<file path="config.mk">
export PLATFORM = sky130hd
export DESIGN_NAME = crc8_frame_receiver_flat
export DESIGN_NICKNAME = d
export VERILOG_FILES = /design/src/hw/rtl/crc8fr_pkg.sv /design/src/hw/rtl/crc8fr_req_if.sv /design/src/hw/rtl/crc8fr_rsp_if.sv /design/src/hw/rtl/crc8fr_core.sv /design/src/hw/rtl/crc8_frame_receiver.sv /design/src/flat_wrapper.sv
export SDC_FILE = /design/constraint.sdc
export NUM_CORES = 1
export LEC_CHECK = 0
export BUFFER_PORTS_ARGS = -buffer_cell sky130_fd_sc_hd__buf_2
export CORE_AREA = 2 2 112 114
export DETAILED_ROUTE_END_ITERATION = 10
export DIE_AREA = 0 0 114 116
export GPL_TIMING_DRIVEN = 0
export PLACE_DENSITY = 0.78
export SLEW_MARGIN = 20
export SYNTH_ARGS = -nofsm -noshare
export SYNTH_HDL_FRONTEND = slang
export SYNTH_SLANG_ARGS = --single-unit
export TNS_END_PERCENT = 50
</file>
<file path="constraint.sdc">
create_clock -name clock -period 4.8 [get_ports clock]
set_input_delay 0.48 -clock clock [delete_from_list [all_inputs] [get_ports clock]]
set_output_delay 0.48 -clock clock [all_outputs]
set_load 0.005 [all_outputs]
</file>
<file path="src/hw/rtl/crc8fr_pkg.sv">
// ----------------------------------------------------------------------------
// crc8fr_pkg
// Shared types, constants and the CRC-8 byte update for the frame receiver.
// ----------------------------------------------------------------------------
`default_nettype none

package crc8fr_pkg;

   // Payload bytes kept per frame and expected length of a sensor frame (1..255)
   localparam int unsigned SENSOR_PAYLOAD_LEN = 6;
   localparam int unsigned STORE_IDX_W =
      (SENSOR_PAYLOAD_LEN > 1) ? $clog2(SENSOR_PAYLOAD_LEN) : 1;

   localparam int unsigned NUM_PAYLOAD_OUT = 6;
   localparam int unsigned BYTE_W          = 8;
   localparam int unsigned CSR_INDEX_W     = 1;

   localparam logic [BYTE_W-1:0] CRC_POLY        = 8'h07;
   localparam logic [BYTE_W-1:0] START_BYTE_RST  = 8'hAA;
   localparam logic [BYTE_W-1:0] SENSOR_CMD_RST  = 8'h01;

   typedef enum logic [CSR_INDEX_W-1:0] {
      CSR_START_BYTE = 1'b0,
      CSR_SENSOR_CMD = 1'b1
   } csr_index_type;

   typedef enum logic [1:0] {
      STATUS_OK      = 2'd0,
      STATUS_CRC_ERR = 2'd1,
      STATUS_OTHER   = 2'd2
   } frame_status_type;

   typedef struct packed {
      logic [1:0]                             status;
      logic [BYTE_W-1:0]                      command;
      logic [BYTE_W-1:0]                      length;
      logic [NUM_PAYLOAD_OUT-1:0][BYTE_W-1:0] payload;
   } frame_result_type;

   // Running CRC-8, polynomial 0x07, MSB first
   function automatic logic [BYTE_W-1:0] crc8_update(input logic [BYTE_W-1:0] crc,
                                                     input logic [BYTE_W-1:0] data);
      logic [BYTE_W-1:0] c;
      c = crc ^ data;
      for (int i = 0; i < BYTE_W; i++) begin
         if (c[BYTE_W-1]) begin
            c = {c[BYTE_W-2:0], 1'b0} ^ CRC_POLY;
         end else begin
            c = {c[BYTE_W-2:0], 1'b0};
         end
      end
      return c;
   endfunction

endpackage

`default_nettype wire

</file>
<file path="src/hw/rtl/crc8fr_req_if.sv">
// ----------------------------------------------------------------------------
// crc8fr_req_if
// Byte input channel: valid/ready handshake with one received byte.
// ----------------------------------------------------------------------------
`default_nettype none

interface crc8fr_req_if;
   logic       valid;
   logic       ready;
   logic [7:0] rx_byte;

   modport source (output valid, output rx_byte, input ready);
   modport sink   (input valid, input rx_byte, output ready);
endinterface

`default_nettype wire

</file>
<file path="src/hw/rtl/crc8fr_rsp_if.sv">
// ----------------------------------------------------------------------------
// crc8fr_rsp_if
// Frame result channel: valid/ready handshake with status, header and payload.
// ----------------------------------------------------------------------------
`default_nettype none

interface crc8fr_rsp_if;
   logic       valid;
   logic       ready;
   logic [1:0] frame_status;
   logic [7:0] frame_command;
   logic [7:0] frame_length;
   logic [7:0] payload_0;
   logic [7:0] payload_1;
   logic [7:0] payload_2;
   logic [7:0] payload_3;
   logic [7:0] payload_4;
   logic [7:0] payload_5;

   modport source (output valid, output frame_status, output frame_command,
                   output frame_length, output payload_0, output payload_1,
                   output payload_2, output payload_3, output payload_4,
                   output payload_5, input ready);
   modport sink   (input valid, input frame_status, input frame_command,
                   input frame_length, input payload_0, input payload_1,
                   input payload_2, input payload_3, input payload_4,
                   input payload_5, output ready);
endinterface

`default_nettype wire

</file>
<file path="src/hw/rtl/crc8fr_core.sv">
// ----------------------------------------------------------------------------
// crc8fr_core
// Frame parser state machine, running CRC-8 and payload store.
// ----------------------------------------------------------------------------
`default_nettype none

module crc8fr_core (
   input  wire logic                           clock,
   input  wire logic                           reset,
   input  wire logic                           step,
   input  wire logic [7:0]                     rx_byte,
   input  wire logic [7:0]                     start_byte,
   input  wire logic [7:0]                     sensor_command,
   output logic                                at_check,
   output logic                                emit,
   output crc8fr_pkg::frame_result_type        result
);
   import crc8fr_pkg::*;

   typedef enum logic [4:0] {
      PH_SOF   = 5'b00001,
      PH_CMD   = 5'b00010,
      PH_LEN   = 5'b00100,
      PH_DATA  = 5'b01000,
      PH_CHECK = 5'b10000
   } phase_type;

   phase_type         phase_ff, phase_in;
   logic [BYTE_W-1:0] cmd_ff, cmd_in;
   logic [BYTE_W-1:0] len_ff, len_in;
   logic [BYTE_W-1:0] count_ff, count_in;
   logic [BYTE_W-1:0] crc_ff, crc_in;
   logic [BYTE_W-1:0] store_ff [SENSOR_PAYLOAD_LEN];
   logic              store_we;
   logic              status_ok;
   logic [1:0]        status;

   assign at_check = (phase_ff == PH_CHECK);
   assign store_we = step && (phase_ff == PH_DATA) &&
                     (count_ff < BYTE_W'(SENSOR_PAYLOAD_LEN));

   always_comb begin
      phase_in = phase_ff;
      cmd_in   = cmd_ff;
      len_in   = len_ff;
      count_in = count_ff;
      crc_in   = crc_ff;
      emit     = 1'b0;
      if (step) begin
         case (phase_ff)
            PH_CMD: begin
               cmd_in   = rx_byte;
               phase_in = PH_LEN;
            end
            PH_LEN: begin
               len_in   = rx_byte;
               count_in = '0;
               crc_in   = '0;
               // empty payload goes straight to the check byte
               phase_in = (rx_byte == '0) ? PH_CHECK : PH_DATA;
            end
            PH_DATA: begin
               crc_in   = crc8_update(crc_ff, rx_byte);
               count_in = count_ff + 8'd1;
               if (count_in >= len_ff) begin
                  phase_in = PH_CHECK;
               end
            end
            PH_CHECK: begin
               emit     = 1'b1;
               phase_in = PH_SOF;
            end
            default: begin
               phase_in = (rx_byte == start_byte) ? PH_CMD : PH_SOF;
            end
         endcase
      end
   end

   always_comb begin
      status_ok = (cmd_ff == sensor_command) &&
                  (len_ff == BYTE_W'(SENSOR_PAYLOAD_LEN));
      if (rx_byte != crc_ff) begin
         status = STATUS_CRC_ERR;
      end else if (status_ok) begin
         status = STATUS_OK;
      end else begin
         status = STATUS_OTHER;
      end
   end

   assign result.status  = status;
   assign result.command = cmd_ff;
   assign result.length  = len_ff;

   for (genvar j = 0; j < NUM_PAYLOAD_OUT; j++) begin : g_payload
      if (j < SENSOR_PAYLOAD_LEN) begin : g_kept
         assign result.payload[j] = (status == STATUS_OK) ? store_ff[j] : '0;
      end else begin : g_none
         assign result.payload[j] = '0;
      end
   end

   always_ff @(posedge clock) begin
      if (reset) begin
         phase_ff <= PH_SOF;
         cmd_ff   <= '0;
         len_ff   <= '0;
         count_ff <= '0;
         crc_ff   <= '0;
      end else begin
         phase_ff <= phase_in;
         cmd_ff   <= cmd_in;
         len_ff   <= len_in;
         count_ff <= count_in;
         crc_ff   <= crc_in;
      end
   end

   always_ff @(posedge clock) begin
      if (store_we) begin
         store_ff[count_ff[STORE_IDX_W-1:0]] <= rx_byte;
      end
   end

endmodule

`default_nettype wire

</file>
<file path="src/hw/rtl/crc8_frame_receiver.sv">
// ----------------------------------------------------------------------------
// crc8_frame_receiver
// Start-byte / command / length / payload / CRC-8 frame receiver.
//
//   channel | dir | contents
//   --------+-----+-----------------------------------------------
//   req_bus | in  | one received byte per transfer
//   rsp_bus | out | frame status, command, length, six payload bytes
//   csr_*   | in  | write-only: start byte, sensor command
//
// One byte per cycle. Each byte is parsed at its transfer; a check byte
// loads the output register, which holds the result until its transfer.
// Header and payload bytes are taken even while a result waits; only a check
// byte waits for the output register to drain. Reset is synchronous and
// returns the parser to start-byte hunting with the CSRs at their defaults.
// ----------------------------------------------------------------------------
`default_nettype none

module crc8_frame_receiver (
   input  wire logic                            clock,
   input  wire logic                            reset,
   crc8fr_req_if.sink                           req_bus,
   crc8fr_rsp_if.source                         rsp_bus,
   input  wire logic                            csr_we,
   input  wire logic [crc8fr_pkg::CSR_INDEX_W-1:0] csr_index,
   input  wire logic [crc8fr_pkg::BYTE_W-1:0]   csr_wdata
);
   import crc8fr_pkg::*;

   logic [BYTE_W-1:0] start_byte_ff;
   logic [BYTE_W-1:0] sensor_cmd_ff;
   logic              step;
   logic              at_check;
   logic              emit;
   frame_result_type  result;
   logic              rsp_valid_ff, rsp_valid_in;
   frame_result_type  rsp_data_ff;

   assign req_bus.ready = !at_check || !rsp_valid_ff || rsp_bus.ready;
   assign step          = req_bus.valid && req_bus.ready;

   crc8fr_core u_core (
      .clock          (clock),
      .reset          (reset),
      .step           (step),
      .rx_byte        (req_bus.rx_byte),
      .start_byte     (start_byte_ff),
      .sensor_command (sensor_cmd_ff),
      .at_check       (at_check),
      .emit           (emit),
      .result         (result)
   );

   always_ff @(posedge clock) begin
      if (reset) begin
         start_byte_ff <= START_BYTE_RST;
         sensor_cmd_ff <= SENSOR_CMD_RST;
      end else if (csr_we) begin
         case (csr_index)
            CSR_START_BYTE: start_byte_ff <= csr_wdata;
            CSR_SENSOR_CMD: sensor_cmd_ff <= csr_wdata;
            default: ;
         endcase
      end
   end

   always_comb begin
      rsp_valid_in = rsp_valid_ff;
      if (emit) begin
         rsp_valid_in = 1'b1;
      end else if (rsp_bus.ready) begin
         rsp_valid_in = 1'b0;
      end
   end

   always_ff @(posedge clock) begin
      if (reset) begin
         rsp_valid_ff <= 1'b0;
      end else begin
         rsp_valid_ff <= rsp_valid_in;
      end
   end

   always_ff @(posedge clock) begin
      if (emit) begin
         rsp_data_ff <= result;
      end
   end

   assign rsp_bus.valid         = rsp_valid_ff;
   assign rsp_bus.frame_status  = rsp_data_ff.status;
   assign rsp_bus.frame_command = rsp_data_ff.command;
   assign rsp_bus.frame_length  = rsp_data_ff.length;
   assign rsp_bus.payload_0     = rsp_data_ff.payload[0];
   assign rsp_bus.payload_1     = rsp_data_ff.payload[1];
   assign rsp_bus.payload_2     = rsp_data_ff.payload[2];
   assign rsp_bus.payload_3     = rsp_data_ff.payload[3];
   assign rsp_bus.payload_4     = rsp_data_ff.payload[4];
   assign rsp_bus.payload_5     = rsp_data_ff.payload[5];

endmodule

`default_nettype wire
</file>
<file path="src/flat_wrapper.sv">
// flat-port wrapper written by rule: the top's interface ports become plain ports
module crc8_frame_receiver_flat import crc8fr_pkg::*;
  (clock, reset, csr_we, csr_index, csr_wdata, req_bus_valid, req_bus_rx_byte, req_bus_ready, rsp_bus_valid, rsp_bus_frame_status, rsp_bus_frame_command, rsp_bus_frame_length, rsp_bus_payload_0, rsp_bus_payload_1, rsp_bus_payload_2, rsp_bus_payload_3, rsp_bus_payload_4, rsp_bus_payload_5, rsp_bus_ready);
  crc8fr_req_if req_bus_i ();
  crc8fr_rsp_if rsp_bus_i ();
  input  wire logic clock;
  input  wire logic reset;
  input  wire logic csr_we;
  input  wire logic [crc8fr_pkg::CSR_INDEX_W-1:0] csr_index;
  input  wire logic [crc8fr_pkg::BYTE_W-1:0] csr_wdata;
  input wire logic [$bits(req_bus_i.valid)-1:0] req_bus_valid;
  input wire logic [$bits(req_bus_i.rx_byte)-1:0] req_bus_rx_byte;
  output wire logic [$bits(req_bus_i.ready)-1:0] req_bus_ready;
  output wire logic [$bits(rsp_bus_i.valid)-1:0] rsp_bus_valid;
  output wire logic [$bits(rsp_bus_i.frame_status)-1:0] rsp_bus_frame_status;
  output wire logic [$bits(rsp_bus_i.frame_command)-1:0] rsp_bus_frame_command;
  output wire logic [$bits(rsp_bus_i.frame_length)-1:0] rsp_bus_frame_length;
  output wire logic [$bits(rsp_bus_i.payload_0)-1:0] rsp_bus_payload_0;
  output wire logic [$bits(rsp_bus_i.payload_1)-1:0] rsp_bus_payload_1;
  output wire logic [$bits(rsp_bus_i.payload_2)-1:0] rsp_bus_payload_2;
  output wire logic [$bits(rsp_bus_i.payload_3)-1:0] rsp_bus_payload_3;
  output wire logic [$bits(rsp_bus_i.payload_4)-1:0] rsp_bus_payload_4;
  output wire logic [$bits(rsp_bus_i.payload_5)-1:0] rsp_bus_payload_5;
  input wire logic [$bits(rsp_bus_i.ready)-1:0] rsp_bus_ready;
  assign req_bus_i.valid = req_bus_valid;
  assign req_bus_i.rx_byte = req_bus_rx_byte;
  assign req_bus_ready = req_bus_i.ready;
  assign rsp_bus_valid = rsp_bus_i.valid;
  assign rsp_bus_frame_status = rsp_bus_i.frame_status;
  assign rsp_bus_frame_command = rsp_bus_i.frame_command;
  assign rsp_bus_frame_length = rsp_bus_i.frame_length;
  assign rsp_bus_payload_0 = rsp_bus_i.payload_0;
  assign rsp_bus_payload_1 = rsp_bus_i.payload_1;
  assign rsp_bus_payload_2 = rsp_bus_i.payload_2;
  assign rsp_bus_payload_3 = rsp_bus_i.payload_3;
  assign rsp_bus_payload_4 = rsp_bus_i.payload_4;
  assign rsp_bus_payload_5 = rsp_bus_i.payload_5;
  assign rsp_bus_i.ready = rsp_bus_ready;
  crc8_frame_receiver u_core (.clock(clock), .reset(reset), .req_bus(req_bus_i), .rsp_bus(rsp_bus_i), .csr_we(csr_we), .csr_index(csr_index), .csr_wdata(csr_wdata));
endmodule
</file>
==> metrics.md <==
| Metric | Value |
|---|---|
| Post-CTS setup buffers | `0` |
| Crit Path Max Fanout | `8` |
| Final Max Tran Viols | `0` |
| Buf/Inv on CP | `1` |
| Hold_buf cts | `0` |
| Met2 wire length | `6680 um` |
| Max Buffers Root-to-Sink | `2` |
| Starting DRT DRC Count | `377` |
| Maximum vdd ir drop | `0.183 mV` |
| Synth cell types | `41` |
| Setup crit end kind | `register` |
| Post-Route M1 WL | `5720 um` |
| Min cycle time layout | `2.96 ns` |
| CP peak stage delay | `0.37 ns` |
| Post-route ant nets | `0` |
| Average size of a mapped cell | `13.3 um^2` |
| Power Density | `371 nW/um^2` |
| Slew headroom | `49.9%` |
| DR top layer | `met4` |
| Vias in the first global route | `4069` |
| Placed cell areas | `7380 um^2` |
| CTS clk-pin slew, worst paths | `0.06 ns` |
| Core footprint | `11900 um^2` |
| Max cap viols | `0` |
| CTS sink count | `168` |
| ANT cells | `0` |
| First drt pass iteration count | `5` |
| CTS buffer count | `17` |
| GR Overflow Total | `0` |
| Post-synth EDFFs | `114` |
| RSZ-0062 raised after global routing | `no` |
| Nets@finish | `644` |
| Die width | `114 um` |
| Worst-skew pair later-pin latency | `0.41 ns` |
| Ys flop type | `edfxtp_1` |
| Post-Synthesis Cells | `503` |
| Die height | `116 um` |
| Leakage | `2.82 nW` |
| Hold path start | `csr_wdata[7]` |
| Sequential cell area fraction in the yosys report | `67.1%` |
| Net Count, Synth | `537` |
| Worst setup path startpoint | `u_core.u_core.count_ff[0]` |
| R2r startpoint | `u_core.u_core.count_ff[0]` |
| Period Utilization, post-route | `61.7%` |
| CP Data Arrival Time | `3.25 ns` |
| Fmax | `338 MHz` |
| Worst path slowest cell | `dfxtp_1` |
| # DRC | `0` |
| DR vias | `4212` |
| DR WL/cell | `17.5 um` |
| Root buf cell | `clkbuf_16` |
| Worst Skew | `0.00952 ns` |
| Area leader, netlist | `edfxtp_1` |
| GP Congestion | `0.854` |
| IO Count | `90` |
| DP HPWL | `8840 um` |
| Std cell rows | `40` |
| CP top delay family | `simple AND/OR/NAND/NOR gates` |
| Type of origin of the critical path | `register` |
| Slew of the pin with the lowest slew margin | `0.749 ns` |
| # resized after CTS | `0` |
| Ys Warns | `0` |
| Clock H-tree levels | `4` |
| Layout cells sized above 1 | `23.0%` |
| Initial antenna violation count | `0` |
| Critical Path, Cell by Cell | `clkbuf_1, nand2_1, nor2_1, nand3_1, xnor2_1, ha_1, nand3_1, a211o_1, a21oi_1, mux2i_1, nor2_1` |
| I/O Buffers | `86` |
| Synth area leaders | `edfxtp_1 51%, dfxtp_1 16%, and2_1 4.5%, xnor2_1 3.7%, mux2i_1 3.1%` |
| Met3 wire length | `766 um` |
| Power Total | `0.00296 W` |
| Layout Cell Area excl Fill | `7970 um^2` |
| Setup CP Type | `reg2reg` |
| First-pass GRT wire length | `21000 um` |
| Final Hold Vio Count | `0` |
| Area share of the largest cell type after synthesis | `51.0%` |
| Avg Vias per Cell | `5.47` |
| CTS tree | `yes` |
| Mapped cell area | `6710 um^2` |
| Total GRT Usage | `21.1%` |
| Number of flip-flops in the largest register | `48` |
| Initial Util | `56.3%` |
| Ys async rst share | `0%` |
| Area growth syn-to-layout | `18.8%` |
| Required @ worst endpoint | `5.09 ns` |
| Total routed wirelength | `13400 um` |
| Die Footprint | `13200 um^2` |
| Setup violators final | `0` |
| Synth Register Bits | `168` |
| Status | `finished clean` |
| Pin count of the biggest net entering global routing | `32` |
| Worst hold path class | `in2reg` |
-- cell families (layout without fill, tap and decap cells) --
| kind of cell | after synthesis | in the layout | synth area share (%) |
|---|---|---|---|
| adder cells (fa/ha/maj) | 12 | 12 | 2.24 |
| AND/OR/NAND/NOR | 176 | 176 | 14.0 |
| multiplexers | 21 | 21 | 3.13 |
| XOR/XNOR | 44 | 44 | 6.19 |
| flip-flops | 168 | 168 | 67.1 |
| buffers and inverters | 32 | 152 | 2.39 |
| AO/OA/AOI/OAI | 50 | 50 | 4.89 |
-- cells in the final DEF (no fill, tap or decap), types with 3 or more instances in the layout --
cell and n:
ha_1 12, nor4_1 5, nor3_1 5, clkbuf_16 17, a21o_1 4, and2_1 48, xnor2_1 28, clkinv_4 3
a22oi_1 10, inv_1 8, xor2_1 12, nand4_1 4, nand3b_1 4, nor2b_1 8, xnor2_2 3, buf_2 92
clkbuf_1 12, buf_6 4, mux2i_1 21, clkinv_2 3, a21oi_1 21, edfxtp_1 114, a211o_1 6, nor2_1 51
clkinvlp_4 4, nand2b_1 7, nand3_1 15, o21ai_0 4, nand2_1 15, dfxtp_1 54, and3_1 3
-- layer usage --
layer	up-vias	track usage (%)
li1	2003	-
met2	164	34.7
met5	-	0
met4	0	8.94
met3	25	5.28
met1	2020	27.0
-- stage by stage --
step           setup TNS (ns)  std cells  utilization, %  setup WS (ns)  hold slack (ns)
6_report                    0        770            66.9           1.84            0.301
5_1_grt                     0        770            66.9           1.62            0.294
4_1_cts                     0        770            66.8           1.98            0.295
3_5_place_dp                0        738            62.0           1.99            0.464
3_3_place_gp           -21.29        736            61.5         -0.327            0.446
2_1_floorplan               0        503               -          0.746            0.430
-- cells in the mapped netlist (2+ instances only) --
| cell | n |
|---|---|
| nor2b_1 | 8 |
| a21oi_1 | 21 |
| o21ai_0 | 4 |
| and2_1 | 48 |
| nand4_1 | 4 |
| nand3b_1 | 4 |
| a211o_1 | 6 |
| nand3_1 | 15 |
| xnor2_1 | 28 |
| clkbuf_1 | 11 |
| buf_6 | 4 |
| mux2i_1 | 21 |
| a21o_1 | 4 |
| buf_2 | 6 |
| nand2b_1 | 7 |
| xnor2_2 | 3 |
| xor2_1 | 12 |
| and3_1 | 3 |
| clkbuf_2 | 2 |
| a22oi_1 | 10 |
| nor3_1 | 7 |
| nand2_1 | 15 |
| ha_1 | 12 |
| nor2_1 | 52 |
| nor4_1 | 5 |
| dfxtp_1 | 54 |
| nand4b_1 | 2 |
| or4_1 | 2 |
| inv_1 | 8 |
| edfxtp_1 | 114 |
-- cell type report --
| type | instances | area [um^2] |
|---|---|---|
| clock inverter | 14 | 149 |
| tap | 147 | 184 |
| timing repair buffer | 88 | 478 |
| clock buffer | 18 | 429 |
| sequential | 168 | 4500 |
| multi-input combinational | 303 | 2070 |
| fill | 852 | 3940 |
| buffer | 23 | 126 |
| inverter | 9 | 33.8 |
-- final timing paths --
kind,end,slack (ns),depth (start not counted)
worst min-delay path,u_core.start_byte_ff[7],0.30,2
worst max register to register,u_core.u_core.phase_ff[1],1.84,11
worst min register to register,u_core.sensor_cmd_ff[2],0.48,2
worst max-delay path,u_core.u_core.phase_ff[1],1.84,11
-- where the power goes --
group	internal, W	switching (W)	total (W)
sequential	0.00154	0.00000512	0.00155
clock	0.000768	0.000550	0.00132
combinational	0.0000360	0.0000601	0.0000961
total	0.00234	0.000615	0.00296
(Power assumes the default switching activity.)
